--- config.mk ---
export PLATFORM = sky130hd
export DESIGN_NAME = url_span_finder
export DESIGN_NICKNAME = d
export VERILOG_FILES = /design/src/sv/usf_pkg.sv /design/src/sv/usf_scan.sv /design/src/sv/url_span_finder.sv
export SDC_FILE = /design/constraint.sdc
export NUM_CORES = 1
export LEC_CHECK = 0
export BUFFER_PORTS_ARGS = -buffer_cell sky130_fd_sc_hd__buf_2
export CORE_MARGIN = 4
export CORE_UTILIZATION = 40
export CTS_CLUSTER_DIAMETER = 120
export DETAILED_ROUTE_END_ITERATION = 12
export HOLD_SLACK_MARGIN = 0.15
export SKIP_CTS_REPAIR_TIMING = 1
export SLEW_MARGIN = 20
export SYNTH_ARGS = -nofsm -noshare
export SYNTH_HDL_FRONTEND = slang
export SYNTH_HIERARCHICAL = 1
export SYNTH_SLANG_ARGS = --single-unit
export TNS_END_PERCENT = 10
--- constraint.sdc ---
create_clock -name clk -period 3.7 [get_ports clk]
set_input_delay 0.37 -clock clk [delete_from_list [all_inputs] [get_ports clk]]
set_output_delay 0.37 -clock clk [all_outputs]
set_load 0.01 [all_outputs]
--- src/sv/usf_pkg.sv ---
// Shared types, constants and character classes for the URL span finder.
package usf_pkg;

    localparam int POS_W = 16;
    localparam logic [POS_W-1:0] POS_MAX = {POS_W{1'b1}};
    localparam int OUT_W = 16;

    // Progress through the "://" separator
    typedef enum logic [1:0] {
        SEP_NONE   = 2'd0,
        SEP_COLON  = 2'd1,
        SEP_SLASH1 = 2'd2,
        SEP_SLASH2 = 2'd3
    } sep_t;

    localparam logic [7:0] CH_COLON = 8'h3A;
    localparam logic [7:0] CH_SLASH = 8'h2F;

    typedef struct packed {
        logic [7:0] ch;
        logic       last;
    } item_t;

    typedef struct packed {
        logic [OUT_W-1:0] url_start;
        logic [OUT_W-1:0] url_end;
        logic             overflow;
        logic             text_done;
    } result_t;

    function automatic logic is_letter(input logic [7:0] c);
        is_letter = ((c >= 8'h41) && (c <= 8'h5A)) || ((c >= 8'h61) && (c <= 8'h7A));
    endfunction

    function automatic logic is_url_char(input logic [7:0] c);
        logic mark;
        unique case (c)
            8'h7E, 8'h3B, 8'h2F, 8'h3F, 8'h3A, 8'h40, 8'h3D, 8'h26, 8'h24, 8'h2D,
            8'h5F, 8'h2E, 8'h2B, 8'h21, 8'h2A, 8'h27, 8'h28, 8'h29, 8'h2C:
                mark = 1'b1;
            default:
                mark = 1'b0;
        endcase
        is_url_char = mark || is_letter(c) || ((c >= 8'h30) && (c <= 8'h39));
    endfunction

endpackage

--- src/sv/usf_scan.sv ---
// Per-byte scanner state and span detection.
module usf_scan (
    input  logic               clk,
    input  logic               rst_n,
    input  logic               step,
    input  usf_pkg::item_t     item_q,
    output logic               hit,
    output usf_pkg::result_t   res
);

    logic [usf_pkg::POS_W-1:0] pos_reg, pos_next;
    logic [usf_pkg::POS_W-1:0] run_start_reg, run_start_next;
    logic                      run_active_reg, run_active_next;
    logic [usf_pkg::POS_W-1:0] cand_start_reg, cand_start_next;
    logic                      cand_valid_reg, cand_valid_next;
    usf_pkg::sep_t             sep_reg, sep_next;
    logic                      in_url_reg, in_url_next;
    logic                      ovf_reg, ovf_next;

    always_comb
    begin
        logic [usf_pkg::POS_W-1:0] p;
        logic [usf_pkg::POS_W-1:0] nxt;
        logic [usf_pkg::POS_W-1:0] end_pos;
        logic                      sat;
        logic                      url;
        logic                      fresh;
        logic                      done;

        p     = pos_reg;
        sat   = (p == usf_pkg::POS_MAX);
        nxt   = sat ? p : p + 1'b1;
        url   = usf_pkg::is_url_char(item_q.ch);
        fresh = 1'b1;
        hit   = 1'b0;
        done  = 1'b0;
        end_pos = p;

        run_start_next  = run_start_reg;
        run_active_next = run_active_reg;
        cand_start_next = cand_start_reg;
        cand_valid_next = cand_valid_reg;
        sep_next        = sep_reg;
        in_url_next     = in_url_reg;
        ovf_next        = ovf_reg | sat;

        if (in_url_reg)
        begin
            fresh = 1'b0;
            if (!url)
            begin
                hit             = 1'b1;
                end_pos         = p;
                done            = item_q.last;
                in_url_next     = 1'b0;
                run_active_next = 1'b0;
            end
        end
        else if (cand_valid_reg)
        begin
            priority if (sep_reg == usf_pkg::SEP_COLON && item_q.ch == usf_pkg::CH_SLASH)
            begin
                sep_next = usf_pkg::SEP_SLASH1;
                fresh    = 1'b0;
            end
            else if (sep_reg == usf_pkg::SEP_SLASH1 && item_q.ch == usf_pkg::CH_SLASH)
            begin
                sep_next = usf_pkg::SEP_SLASH2;
                fresh    = 1'b0;
            end
            else if (sep_reg == usf_pkg::SEP_SLASH2 && url)
            begin
                in_url_next     = 1'b1;
                cand_valid_next = 1'b0;
                sep_next        = usf_pkg::SEP_NONE;
                fresh           = 1'b0;
            end
            else
            begin
                cand_valid_next = 1'b0;
                sep_next        = usf_pkg::SEP_NONE;
            end
        end

        if (fresh)
        begin
            priority if (usf_pkg::is_letter(item_q.ch))
            begin
                if (!run_active_reg)
                begin
                    run_start_next  = p;
                    run_active_next = 1'b1;
                end
            end
            else if (item_q.ch == usf_pkg::CH_COLON && run_active_reg)
            begin
                cand_start_next = run_start_reg;
                cand_valid_next = 1'b1;
                sep_next        = usf_pkg::SEP_COLON;
                run_active_next = 1'b0;
            end
            else
            begin
                run_active_next = 1'b0;
            end
        end

        // span still open on the final byte closes one past it
        if (item_q.last && in_url_next && !hit)
        begin
            hit     = 1'b1;
            end_pos = nxt;
            done    = 1'b1;
        end

        res.url_start = usf_pkg::OUT_W'(cand_start_reg);
        res.url_end   = usf_pkg::OUT_W'(end_pos);
        res.overflow  = ovf_next;
        res.text_done = done;

        if (item_q.last)
        begin
            pos_next        = '0;
            run_start_next  = '0;
            run_active_next = 1'b0;
            cand_start_next = '0;
            cand_valid_next = 1'b0;
            sep_next        = usf_pkg::SEP_NONE;
            in_url_next     = 1'b0;
            ovf_next        = 1'b0;
        end
        else
        begin
            pos_next = nxt;
        end
    end

    always_ff @(posedge clk or negedge rst_n)
    begin
        if (!rst_n)
        begin
            pos_reg        <= '0;
            run_start_reg  <= '0;
            run_active_reg <= 1'b0;
            cand_start_reg <= '0;
            cand_valid_reg <= 1'b0;
            sep_reg        <= usf_pkg::SEP_NONE;
            in_url_reg     <= 1'b0;
            ovf_reg        <= 1'b0;
        end
        else if (step)
        begin
            pos_reg        <= pos_next;
            run_start_reg  <= run_start_next;
            run_active_reg <= run_active_next;
            cand_start_reg <= cand_start_next;
            cand_valid_reg <= cand_valid_next;
            sep_reg        <= sep_next;
            in_url_reg     <= in_url_next;
            ovf_reg        <= ovf_next;
        end
    end

endmodule

--- src/sv/url_span_finder.sv ---
// Top level: input register, scanner and result register.
// URL span finder. Text bytes enter on the item channel, one per transfer, with last set
// on the final byte of each text; every URL-like span (letters, "://", then URL characters)
// comes out as one result with its start and end offsets, the sticky overflow flag and
// text_done. The block takes one byte per clock unless a waiting result stalls it: a byte is
// registered, scanned by a single level of compare-and-update logic and its result, if any,
// lands in the result register when the byte advances. A waiting result stalls the input only
// once both the input and result registers are full. Offsets are 16 bits and saturate at 65535.
module url_span_finder (
    input  logic             clk,
    input  logic             rst_n,
    input  logic             item_valid,
    output logic             item_ready,
    input  usf_pkg::item_t   item,
    output logic             result_valid,
    input  logic             result_ready,
    output usf_pkg::result_t result
);

    logic             full_reg;
    usf_pkg::item_t   item_reg;
    logic             advance;
    logic             hit;
    usf_pkg::result_t res;
    usf_pkg::result_t result_reg;
    logic             result_valid_reg;

    assign advance    = full_reg && (!result_valid_reg || result_ready);
    assign item_ready = !full_reg || advance;

    usf_scan u_scan (
        .clk    (clk),
        .rst_n  (rst_n),
        .step   (advance),
        .item_q (item_reg),
        .hit    (hit),
        .res    (res)
    );

    always_ff @(posedge clk or negedge rst_n)
    begin
        if (!rst_n)
        begin
            full_reg <= 1'b0;
        end
        else if (item_ready)
        begin
            full_reg <= item_valid;
        end
    end

    always_ff @(posedge clk)
    begin
        if (item_valid && item_ready)
        begin
            item_reg <= item;
        end
    end

    always_ff @(posedge clk or negedge rst_n)
    begin
        if (!rst_n)
        begin
            result_valid_reg <= 1'b0;
        end
        else if (advance)
        begin
            result_valid_reg <= hit;
        end
        else if (result_ready)
        begin
            result_valid_reg <= 1'b0;
        end
    end

    always_ff @(posedge clk)
    begin
        if (advance && hit)
        begin
            result_reg <= res;
        end
    end

    assign result_valid = result_valid_reg;
    assign result       = result_reg;

`ifndef NO_ASSERTIONS
    a_span_order: assert property (@(posedge clk) disable iff (!rst_n)
        result_valid |-> (result.url_start <= result.url_end))
        else $error("span end before start");

    a_ready_when_empty: assert property (@(posedge clk) disable iff (!rst_n)
        !full_reg |-> item_ready)
        else $error("input stalled while empty");

    a_hit_lands: assert property (@(posedge clk) disable iff (!rst_n)
        (advance && hit) |=> result_valid)
        else $error("span result lost");
`endif

endmodule

# == Yosys cells after proc, flatten, opt, wreduce, memory -nomap -nowiden ==
# Cells that the tools add are included.
# op_classes
mux,54
magnitude_cmp,6
add_sub_neg,1
bitwise,1
reduce_logical,27
n_eq_ne,25
# op_table
cell,count
16-bit two-way mux,11
"8-bit by 6-bit == test with 1-bit output, second input constant",16
1-bit two-way mux,35
"8-bit by 7-bit == test with 1-bit output, second input constant",3
19-bit OR reduction,1
"16-bit by 1-bit adder with 16-bit output, second input constant",1
"16-bit == test, second input constant",1
"8-bit by 7-bit greater-or-equal comparator with 1-bit output, second input constant",2
"8-bit by 7-bit <= comparator with 1-bit output, second input constant",2
2-bit two-way mux,8
1-bit logical AND,12
"8-bit by 6-bit greater-or-equal comparator with 1-bit output, second input constant",1
"8-bit by 6-bit <= comparator with 1-bit output, second input constant",1
4-bit AND reduction,2
2-bit nonzero test,4
1-bit logical OR,5
"2-bit == test, second input constant",2
"2-bit != test, second input constant",2
1-bit logical NOT,3
"2-bit by 1-bit == test with 1-bit output, second input constant",1
1-bit OR,1
# totals
reg_bits,99
out_inout_bits,36
input_bits,13
elab_cells,130

# == Longest topological paths before layout ==
# Gate-level depths: netlist of run 1.
# logic_depth
depth_word,15
depth_mapped,9
depth_no_buf,8

# == By module ==
# Netlist of run 1, hierarchy kept.
# modules_own_cells
mod,seq_area_each_um2,cells_per_inst,area_each_um2,instances
usf_scan,1351.3,358,3437.0,1
url_span_finder,1341.3,53,1400.1,1

# == Worst setup path after synthesis of run 1 ==
# No wires, ideal clock.
# synth_timing
kind,register -> register
startpoint,register item_reg[5] (netlist name)
endpoint,"register result_reg, in the netlist result[0], enable pin"
slack_ns,0.077
n_path_buf,0
period_less_slack_ns,3.623
arrival_ns,3.194
stages_incl_launch_ff,9
required_time_ns,3.271
setup_ns,0.429
cell_sequence,edfxtp_1 or3_1 or2_1 o32a_1 o311ai_4 o21ai_1 nand2_1 nand2_1 nor2b_1
# synth_via
elab_chain_len,15
elab_cells_between_ends,49
cone_classes,order compare (6); eq/ne (19); mux (10); reduce/logical (14)
# synth_lines
element,line,text
"start, declared",url_span_finder.sv:21,usf_pkg::item_t item_reg;
"start signal, assigned",url_span_finder.sv:56,item_reg <= item;
"8-bit by 7-bit greater-or-equal comparator with 1-bit output, or another cell as far along",usf_pkg.sv:32,is_letter = ((c >= 8'h41) && (c <= 8'h5A)) || ((c >= 8'h61) && (c <= 8'h7A));
1-bit logical AND / 19-bit OR reduction (equally long branches),"usf_pkg.sv:32, usf_pkg.sv:37",
1-bit logical OR / 1-bit two-way mux (equally long branches),"usf_pkg.sv:32, usf_pkg.sv:37",
1-bit logical OR (2 in a row),usf_pkg.sv:44,is_url_char = mark || is_letter(c) || ((c >= 8'h30) && (c <= 8'h39));
1-bit logical AND,usf_scan.sv:71,else if (sep_reg == usf_pkg::SEP_SLASH2 && url)
1-bit two-way mux,usf_scan.sv:71,
1-bit two-way mux,usf_scan.sv:66,else if (sep_reg == usf_pkg::SEP_SLASH1 && item_q.ch == usf_pkg::CH_SLASH)
1-bit two-way mux,usf_scan.sv:61,priority if (sep_reg == usf_pkg::SEP_COLON && item_q.ch == usf_pkg::CH_SLASH)
1-bit two-way mux,usf_scan.sv:59,else if (cand_valid_reg)
1-bit two-way mux,usf_scan.sv:47,if (in_url_reg)
1-bit logical AND (2 in a row),usf_scan.sv:109,if (item_q.last && in_url_next && !hit)
1-bit two-way mux (*),usf_scan.sv:109,
named net hit,url_span_finder.sv:23,logic hit;
1-bit logical AND (*),url_span_finder.sv:78,if (advance && hit)
"end signal, assigned",url_span_finder.sv:80,result_reg <= res;
"end, declared",url_span_finder.sv:25,usf_pkg::result_t result_reg;
# Mark *: on every way through the listed nets, which the timed path passes. The rest lies on a longest branch.
# A chain may end at the register's enable or synchronous reset.

# == Worst setup path after layout of run 1 ==
# layout_timing
startpoint,register item_reg[3] (netlist name)
endpoint,"register result_reg, in the netlist result[32], enable pin"
# Same word-level chain as after synthesis.

==> impl_metrics.env, run 1 <==
export IMPL_outcome="completed"
export IMPL_hold_end="item_reg[0]"
export IMPL_utilization_pct=47.27
export IMPL_start_kind="flip-flop"
export IMPL_switchingPower_uw=567.2
export IMPL_r2r_start="item_reg[3]"
export IMPL_clkLatencyLatePin_ns=0.35
export IMPL_combPwrFrac_pct=5.9
export IMPL_drive_above_1_share_pct=21.85
export IMPL_drt_iter0_drc=304
export IMPL_end_kind="flip-flop"
export IMPL_cts_tree="done"
export IMPL_grt_start_max_net_pins=49
export IMPL_antenna_left=0
export IMPL_drc=0
export IMPL_slowest_delay_ns=0.56
export IMPL_grt_usage_pct=16.61
export IMPL_ys_ff_latch=99
export IMPL_core_area_mm2=0.01161
export IMPL_crit_buf_inv=2
export IMPL_cts_made_buffers=9
export IMPL_total_leakage_power_uw=0.002010
export IMPL_wire_per_inst_um=18.66
export IMPL_hold_path_class="in2reg"
export IMPL_timing_hold_ws_ns=0.1949
export IMPL_die_area_mm2=0.01392
export IMPL_nets=462
export IMPL_grt_remaining_overflow=0
export IMPL_rr_endpoint="result[32]"
export IMPL_slew_headroom_pct=53.56
export IMPL_ys_async_sr_fraction_pct=56.57
export IMPL_wl_um=11120
export IMPL_cts_sinks=99
export IMPL_slew_violations=0
export IMPL_critical_path_top_delay_family="simple AND/OR/NAND/NOR gates"
export IMPL_pwr_share_seq_pct=53.2
export IMPL_largest_register_ffs=34
export IMPL_path_clk_slew_ns=0.07
export IMPL_setup_violations=0
export IMPL_ir_drop_mv=0.1868
export IMPL_antennaDiodeCount=0
export IMPL_antenna_found_initial=0
export IMPL_final_setup_skew_ns=0.007536
export IMPL_clockRootBuffer="clkbuf_16"
export IMPL_fmaxAchievable_mhz=360.0
export IMPL_synthesis_nets=425
export IMPL_hpwl_um=7300
export IMPL_htreeDepth=3
export IMPL_layout_commonest_cell="dfrtp_1"
export IMPL_path_cells="or2_2 > or2_1 > o32a_1 > o311ai_4 > buf_4 > o21ai_1 > nand2_1 > nand2_1 > nor2b_4 > buf_4"
export IMPL_placementRows=39
export IMPL_grt_pass1_vias=3509
export IMPL_routabilityCongestion=0.8569
export IMPL_reg2reg_depth=10
export IMPL_crit_type="reg2reg"
export IMPL_numPortBuffers=48
export IMPL_holdPathStages=1
export IMPL_fp_dieH_um=118.0
export IMPL_yosysWarnings=6
export IMPL_syn_area_mm2=0.004837
export IMPL_grt_pass1_wl_um=18660
export IMPL_synth_main_ff_cell="dfrtp_1"
export IMPL_fin_crit_ns=2.777
export IMPL_setup_tns_ns=0
export IMPL_worst_slew_pin_slew_ns=0.6966
export IMPL_seq_area_frac_synth_pct=55.66
export IMPL_synth_edf_count=43
export IMPL_io_pin_count=49
export IMPL_rsz0062_at_grt="no"
export IMPL_period_share_pct=75.07
export IMPL_syn_avg_cell_area_um2=11.77
export IMPL_crit_fanout=18
export IMPL_place_ws_ns=0.9347
export IMPL_drtPass1Iterations=4
export IMPL_critical_path_slowest_cell="edfxtp_1"
export IMPL_swShare_pct=25.13
export IMPL_die_x_um=118.0
export IMPL_start_util_pct=41.65
export IMPL_hold_start="item[0]"
export IMPL_power_density_mw_per_mm2=411.2
export IMPL_final_cell_mix="dfrtp_1 (56), buf_2 (47), edfxtp_1 (43)"
export IMPL_ys_types=64
export IMPL_finalWorstSetupSlack_ns=0.9226
export IMPL_p_int_uw=1690
export IMPL_drv_cap=0
export IMPL_critPathArrivalTime_ns=2.82
export IMPL_vias_per_cell=5.846
export IMPL_p_clk_share_pct=40.9
export IMPL_worstPathRequired_ns=3.74
export IMPL_r2r_setup_slack_ns=0.92
export IMPL_cts_buffer_depth=2
export IMPL_syn_to_final_growth_pct=13.50
export IMPL_finalHoldViolations=0
export IMPL_syn_inst=411
export IMPL_vias=3484
==> kinds of logic (layout without fill, tap and decap cells) <==
kind of cell               Yosys count  after routing  synth area share, %
adders and majority gates            1              1               0.2586
AOI/OAI and AO/OA                  144            144                23.05
DFF                                 99             99                55.66
xor gates and xnor gates            12             12                2.173
buffers and inverters               40             82                3.750
and+or+nand+nor                    103            103                12.52
muxes                               12             12                2.587
==> layout make-up <==
| cell class | instances | area, um2 |
|---|---|---|
| clock buffers | 9 | 225.2 |
| clock inverters | 7 | 65.06 |
| fillers | 1069 | 6123 |
| inverters | 6 | 22.52 |
| multi-input cells | 272 | 1971 |
| flip-flops and latches | 99 | 2693 |
| well taps | 143 | 178.9 |
| repair buffers | 60 | 335.3 |
==> cell usage after synthesis, drive strengths merged, types with 11 or more instances <==
cell,count,area share [%]
clkbuf,18,1.4
a21oi,20,2.1
o2bb2ai,41,7.4
xnor2,11,2.0
buf,16,1.9
nand2,21,1.6
dfrtp,56,29
edfxtp,43,27
and3,11,1.6
o211ai,13,2.2
nor2,22,2.0
o21ai,12,1.2
a22oi,32,5.0
==> through the flow <==
stage	instances	cell area (um2)	total power, uW
after floorplan	411	4837	1302
after global placement	579	5187	1352
after detailed placement	579	5187	1355
after CTS	595	5478	2285
after global routing	596	5490	2355
final	596	5490	2258
==> how the worst max path moves through the flow <==
stage	start	to	slack (ns)	cells after the start
3_3_place_gp	item_reg[3]	result[26]	1.03	10
3_5_place_dp	item_reg[3]	result[25]	0.93	10
4_1_cts	item_reg[3]	result[20]	0.92	10
2_1_floorplan	item_reg[5]	result[0]	0.08	8
6_report	item_reg[3]	result[32]	0.92	10
5_1_grt	item_reg[3]	result[9]	0.75	10
==> power by group through the flow <==
stage	Clock, uW	Combinational, uW	Sequential (uW)
after global placement	0	130	1220
after CTS	952	134	1200
after floorplan	0	96.5	1210
after global routing	1000	151	1200
after detailed placement	0	133	1220
final	923	134	1200
==> routing by layer <==
layer	part of all wire (%)	GRT usage, %
met1	49	24.01
met2	45	25.08
met3	5.0	3.460
met4	1.2	5.128
met5	0	0
No activity file was read; power rests on OpenSTA's default activity.
==> run 2, diff against run 1 <==
clock period = 2.9 ns   (was 3.7 ns; I/O delays follow)
==> run 2 against run 1 <==
  * Non-clock buffer count rose by 12
  * Design area up 2.2%
  * Power up 30%
  * Worst setup slack worse by 0.53 ns
  * Via count rose by 3.8%
  * Die area unchanged
  * Clock skew increased by 0.0023 ns
  * Critical path type unchanged
==> impl_metrics.env, run 2 (synthesis gave the netlist of run 1 again) <==
export IMPL_outcome="completed"
export IMPL_vias=3616
export IMPL_timing_hold_ws_ns=0.1483
export IMPL_finalHoldViolations=0
export IMPL_critPathArrivalTime_ns=2.52
export IMPL_multiInputGateArea_mm2=0.001971
export IMPL_final_cell_mix="dfrtp_1 (56), buf_2 (48), edfxtp_1 (43)"
export IMPL_placementRows=39
export IMPL_drive_above_1_share_pct=21.51
export IMPL_grt_usage_pct=16.29
export IMPL_cts_sinks=99
export IMPL_syn_to_final_growth_pct=15.99
export IMPL_fmaxAchievable_mhz=399.5
export IMPL_die_area_mm2=0.01392
export IMPL_period_share_pct=86.31
export IMPL_fin_crit_ns=2.503
export IMPL_largest_register_ffs=34
export IMPL_hpwl_um=7271
export IMPL_drtPass1Iterations=5
export IMPL_path_cells="nand2b_1 > xnor2_1 > nor3_1 > o311a_1 > nand3_1 > nand2_1 > nand2_1 > nor2b_4 > buf_4"
export IMPL_antennaDiodeCount=0
export IMPL_cts_tree="done"
export IMPL_hold_path_class="in2reg"
export IMPL_cts_buffer_depth=2
export IMPL_fillers=1070
export IMPL_path_clk_slew_ns=0.06
export IMPL_grt_pass1_wl_um=18430
export IMPL_final_setup_skew_ns=0.009807
export IMPL_grt_start_max_net_pins=49
export IMPL_total_leakage_power_uw=0.002061
export IMPL_worst_slew_pin_slew_ns=0.7276
export IMPL_htreeDepth=3
export IMPL_clockRootBuffer="clkbuf_16"
export IMPL_slew_violations=0
export IMPL_setup_violations=0
export IMPL_end_kind="flip-flop"
export IMPL_crit_top_cell="nand2_1"
export IMPL_setup_tns_ns=0
export IMPL_crit_path_start="item_reg[2]"
export IMPL_grt_pass1_vias=3465
export IMPL_clkLatencyLatePin_ns=0.34
export IMPL_wl_um=11180
export IMPL_critical_path_slowest_cell="edfxtp_1"
export IMPL_numPortBuffers=48
export IMPL_p_int_uw=2241
export IMPL_combPwrFrac_pct=6.4
export IMPL_fp_dieH_um=118.0
export IMPL_cts_made_buffers=9
export IMPL_layout_commonest_cell="dfrtp_1"
export IMPL_crit_fanout=17
export IMPL_antenna_left=0
export IMPL_routabilityCongestion=0.8690
export IMPL_start_kind="flip-flop"
export IMPL_start_util_pct=41.65
export IMPL_power_density_mw_per_mm2=523.5
export IMPL_crit_buf_inv=1
export IMPL_vias_per_cell=5.947
export IMPL_grt_remaining_overflow=0
export IMPL_worstPathRequired_ns=2.92
export IMPL_antenna_found_initial=0
export IMPL_switchingPower_uw=695.5
export IMPL_nets=474
export IMPL_drt_iter0_drc=344
export IMPL_p_clk_share_pct=41.5
export IMPL_wire_per_inst_um=18.38
export IMPL_rsz0062_at_grt="no"
export IMPL_die_x_um=118.0
export IMPL_swShare_pct=23.68
export IMPL_crit_type="reg2reg"
export IMPL_ir_drop_mv=0.2642
export IMPL_io_pin_count=49
export IMPL_regArea_mm2=0.002693
export IMPL_drv_cap=0
export IMPL_hold_start="item_valid"
export IMPL_slowest_delay_ns=0.47
export IMPL_slew_headroom_pct=51.49
export IMPL_drc=0
export IMPL_critical_path_top_delay_family="simple AND/OR/NAND/NOR gates"
export IMPL_r2r_start="item_reg[2]"
export IMPL_core_area_mm2=0.01161
export IMPL_pwr_share_seq_pct=52.0
## run 2: area by class of cell
type                       instances  share of cell area [%]
inverter                           6                  0.4014
timing repair buffer              72                   7.939
clock buffer                      10                   4.081
sequential                        99                   47.99
multi-input combinational        272                   35.12
clock inverter                     6                   1.271
tap                              143                   3.189
## run 2: power by group through the flow
stage / clock (uW) / sequential [uW] / combinational (uW)
floorplan: 0 / 1540 / 123
global placement: 0 / 1550 / 177
detailed placement: 0 / 1550 / 179
CTS: 1240 / 1530 / 180
global route: 1310 / 1530 / 212
finish: 1220 / 1530 / 189
## run 2: stage by stage
stage / utilization, % / instance area [um2] / setup slack, ns / total power [uW] / instances
floorplan: - / 4845 / 0.2765 / 1662 / 411
global placement: 44.86 / 5210 / 0.4650 / 1731 / 582
detailed placement: 44.86 / 5210 / 0.4065 / 1734 / 582
CTS: 47.45 / 5510 / 0.4058 / 2949 / 598
global route: 48.31 / 5610 / 0.2237 / 3052 / 608
finish: 48.31 / 5610 / 0.3971 / 2937 / 608
## run 2: final timing paths
path / endpoint / slack (ns) / cells after the start
max in group asynchronous: u_scan/run_start_reg[13] / 1.65 / 3
min in group asynchronous: u_scan/run_start_reg[0] / 0.55 / 2
worst min-delay path: full_reg / 0.15 / 2
worst min register to register: result[26] / 0.49 / 0
worst max-delay path: result[19] / 0.40 / 9
worst max register to register: result[19] / 0.40 / 9
## run 2: metal layers
metal  routed length (um)  track usage [%]  vias up  part of all wire, %
met5                    0                0        -                    0
met4                  155            5.421        0                  1.4
met3                  452            2.355       10                  4.0
met2                 4987            23.82       94                   45
met1                 5583            24.73     1817                   50
li1                     -                -     1695                    -
==> run 3, diff against run 2 <==
CORE_UTILIZATION = 59   (was 40)
PLACE_DENSITY_LB_ADDON = 0.05   (was unset)
==> run 3 against run 2 <==
  * Critical path depth unchanged
  * Sequential cell count unchanged
  * Power down 13%
  * Design area down 2.2%
  * Critical path type unchanged
  * Critical endpoint is now result[0]
  * Largest cell class unchanged
==> impl_metrics.env, run 3 (synthesis gave the netlist of run 1 again) <==
export IMPL_total_leakage_power_uw=0.002029
export IMPL_slew_violations=0
export IMPL_worstPathRequired_ns=2.96
export IMPL_grt_pass1_wl_um=17940
export IMPL_placementRows=32
export IMPL_end_kind="flip-flop"
export IMPL_final_cell_mix="dfrtp_1 (56), buf_2 (48), edfxtp_1 (43)"
export IMPL_layout_commonest_cell="dfrtp_1"
export IMPL_reg2reg_depth=9
export IMPL_cts_made_buffers=9
export IMPL_switchingPower_uw=663.1
export IMPL_nets=478
export IMPL_swShare_pct=25.97
export IMPL_slowest_delay_ns=0.48
export IMPL_fillers=588
export IMPL_grt_start_max_net_pins=49
export IMPL_path_clk_slew_ns=0.10
export IMPL_p_clk_share_pct=32.7
export IMPL_fp_dieH_um=98.55
export IMPL_largest_register_ffs=34
export IMPL_core_area_mm2=0.007848
export IMPL_regArea_mm2=0.002693
export IMPL_hold_start="result_ready"
export IMPL_antenna_left=0
export IMPL_cts_tree="done"
export IMPL_drive_above_1_share_pct=22.39
export IMPL_grt_pass1_vias=3522
export IMPL_rsz0062_at_grt="no"
export IMPL_outcome="completed"
export IMPL_wl_um=10930
export IMPL_r2r_start="item_reg[2]"
export IMPL_hpwl_um=7129
export IMPL_antennaDiodeCount=0
export IMPL_fin_cells=571
export IMPL_utilization_pct=69.91
export IMPL_drt_iter0_drc=312
export IMPL_antenna_found_initial=0
export IMPL_pwr_share_seq_pct=59.8
export IMPL_grt_usage_pct=22.96
export IMPL_fmaxAchievable_mhz=391.3
export IMPL_cts_sinks=99
export IMPL_crit_path_end="result[0]"
export IMPL_place_inst=544
export IMPL_syn_to_final_growth_pct=13.42
export IMPL_finalHoldViolations=0
export IMPL_drtPass1Iterations=5
export IMPL_routabilityCongestion=0.8049
export IMPL_crit_type="reg2reg"
export IMPL_hold_path_class="in2reg"
export IMPL_slew_headroom_pct=64.98
export IMPL_vias=3646
export IMPL_fin_crit_ns=2.556
export IMPL_combPwrFrac_pct=7.5
export IMPL_period_share_pct=88.13
export IMPL_setup_tns_ns=0
export IMPL_die_x_um=98.55
export IMPL_r2r_setup_slack_ns=0.34
export IMPL_worst_slew_pin_slew_ns=0.5253
export IMPL_critPathArrivalTime_ns=2.62
export IMPL_final_setup_skew_ns=0.01143
export IMPL_crit_top_cell="nand2_1"
export IMPL_crit_fanout=27
export IMPL_path_cells="nand2b_1 > xnor2_1 > nor3_1 > o311a_1 > nand3_1 > nand2_1 > nand2_1 > nor2b_4 > buf_12"
export IMPL_critical_path_slowest_cell="edfxtp_1"
export IMPL_clkLatencyLatePin_ns=0.36
export IMPL_drc=0
export IMPL_start_kind="flip-flop"
export IMPL_ir_drop_mv=0.2681
export IMPL_htreeDepth=3
export IMPL_clockRootBuffer="clkbuf_8"
export IMPL_power_density_mw_per_mm2=465.3
export IMPL_numPortBuffers=48
export IMPL_setup_violations=0
export IMPL_p_int_uw=1890
export IMPL_wire_per_inst_um=19.13
export IMPL_drv_cap=0
export IMPL_start_util_pct=61.64
export IMPL_cts_buffer_depth=2
export IMPL_multiInputGateArea_mm2=0.001971
export IMPL_crit_path_start="item_reg[2]"
export IMPL_vias_per_cell=6.385
export IMPL_rr_endpoint="result[0]"
export IMPL_grt_remaining_overflow=0
export IMPL_die_area_mm2=0.009711
export IMPL_io_pin_count=49
-- run 3: cell types whose count changed in the layout (fill, tap and decap cells not counted), sizes merged --
cell	before	now
dlygate4sd3	10	11
inv	9	10
clkinvlp	0	1
clkbuf	10	9
buf	62	65
bufinv	1	0
-- run 3: how the worst min path moves through the flow --
stage / to / depth (start not counted) / slack, ns
after floorplan: full_reg / 0 / -0.006
after global placement: u_scan/cand_start_reg[8] / 1 / 0.29
after detailed placement: u_scan/cand_start_reg[6] / 1 / 0.30
after CTS: u_scan/cand_start_reg[8] / 1 / -0.10
after global routing: full_reg / 3 / 0.23
final: full_reg / 3 / 0.23
-- run 3: routing by layer --
| layer | routed length (um) | up-vias | track usage, % |
|---|---|---|---|
| li1 | - | 1699 | - |
| met1 | 4825 | 1776 | 34.19 |
| met2 | 5172 | 155 | 35.31 |
| met3 | 775 | 16 | 3.185 |
| met4 | 152 | 0 | 6.933 |
| met5 | 0 | - | 0 |
-- run 3: power groups by stage --
stage | combinational (uW) | clock (uW) | sequential [uW]
finish | 193 | 834 | 1530
global route | 213 | 914 | 1530
CTS | 180 | 846 | 1530
detailed placement | 180 | 0 | 1550
global placement | 175 | 0 | 1550
floorplan | 123 | 0 | 1540
-- run 3: layout make-up --
class,instances,area share (%)
clock inverters,7,1.072
inverters,6,0.4105
well taps,102,2.326
multi-input cells,272,35.92
repair buffers,76,8.940
clock buffers,9,2.258
flip-flops and latches,99,49.08
-- run 3: metrics by stage --
step	instance area [um2]	worst slack, ns	total power [uW]	hold slack, ns
2_1_floorplan	4845	0.2765	1662	-0.005591
3_3_place_gp	5194	0.4465	1728	0.2876
3_5_place_dp	5194	0.3610	1735	0.2969
4_1_cts	5376	0.3514	2552	-0.1044
5_1_grt	5487	0.1300	2658	0.2282
6_report	5487	0.3442	2553	0.2342
-- run 3: worst max-delay path: cells and delay by family (launching register included) --
family | cells | cell delay [ns]
AO/OA/AOI/OAI | 1 | 0.32
flip-flops | 1 | 0.48
XOR/XNOR | 1 | 0.14
AND/OR/NAND/NOR | 6 | 1.10
buffers and inverters | 1 | 0.20
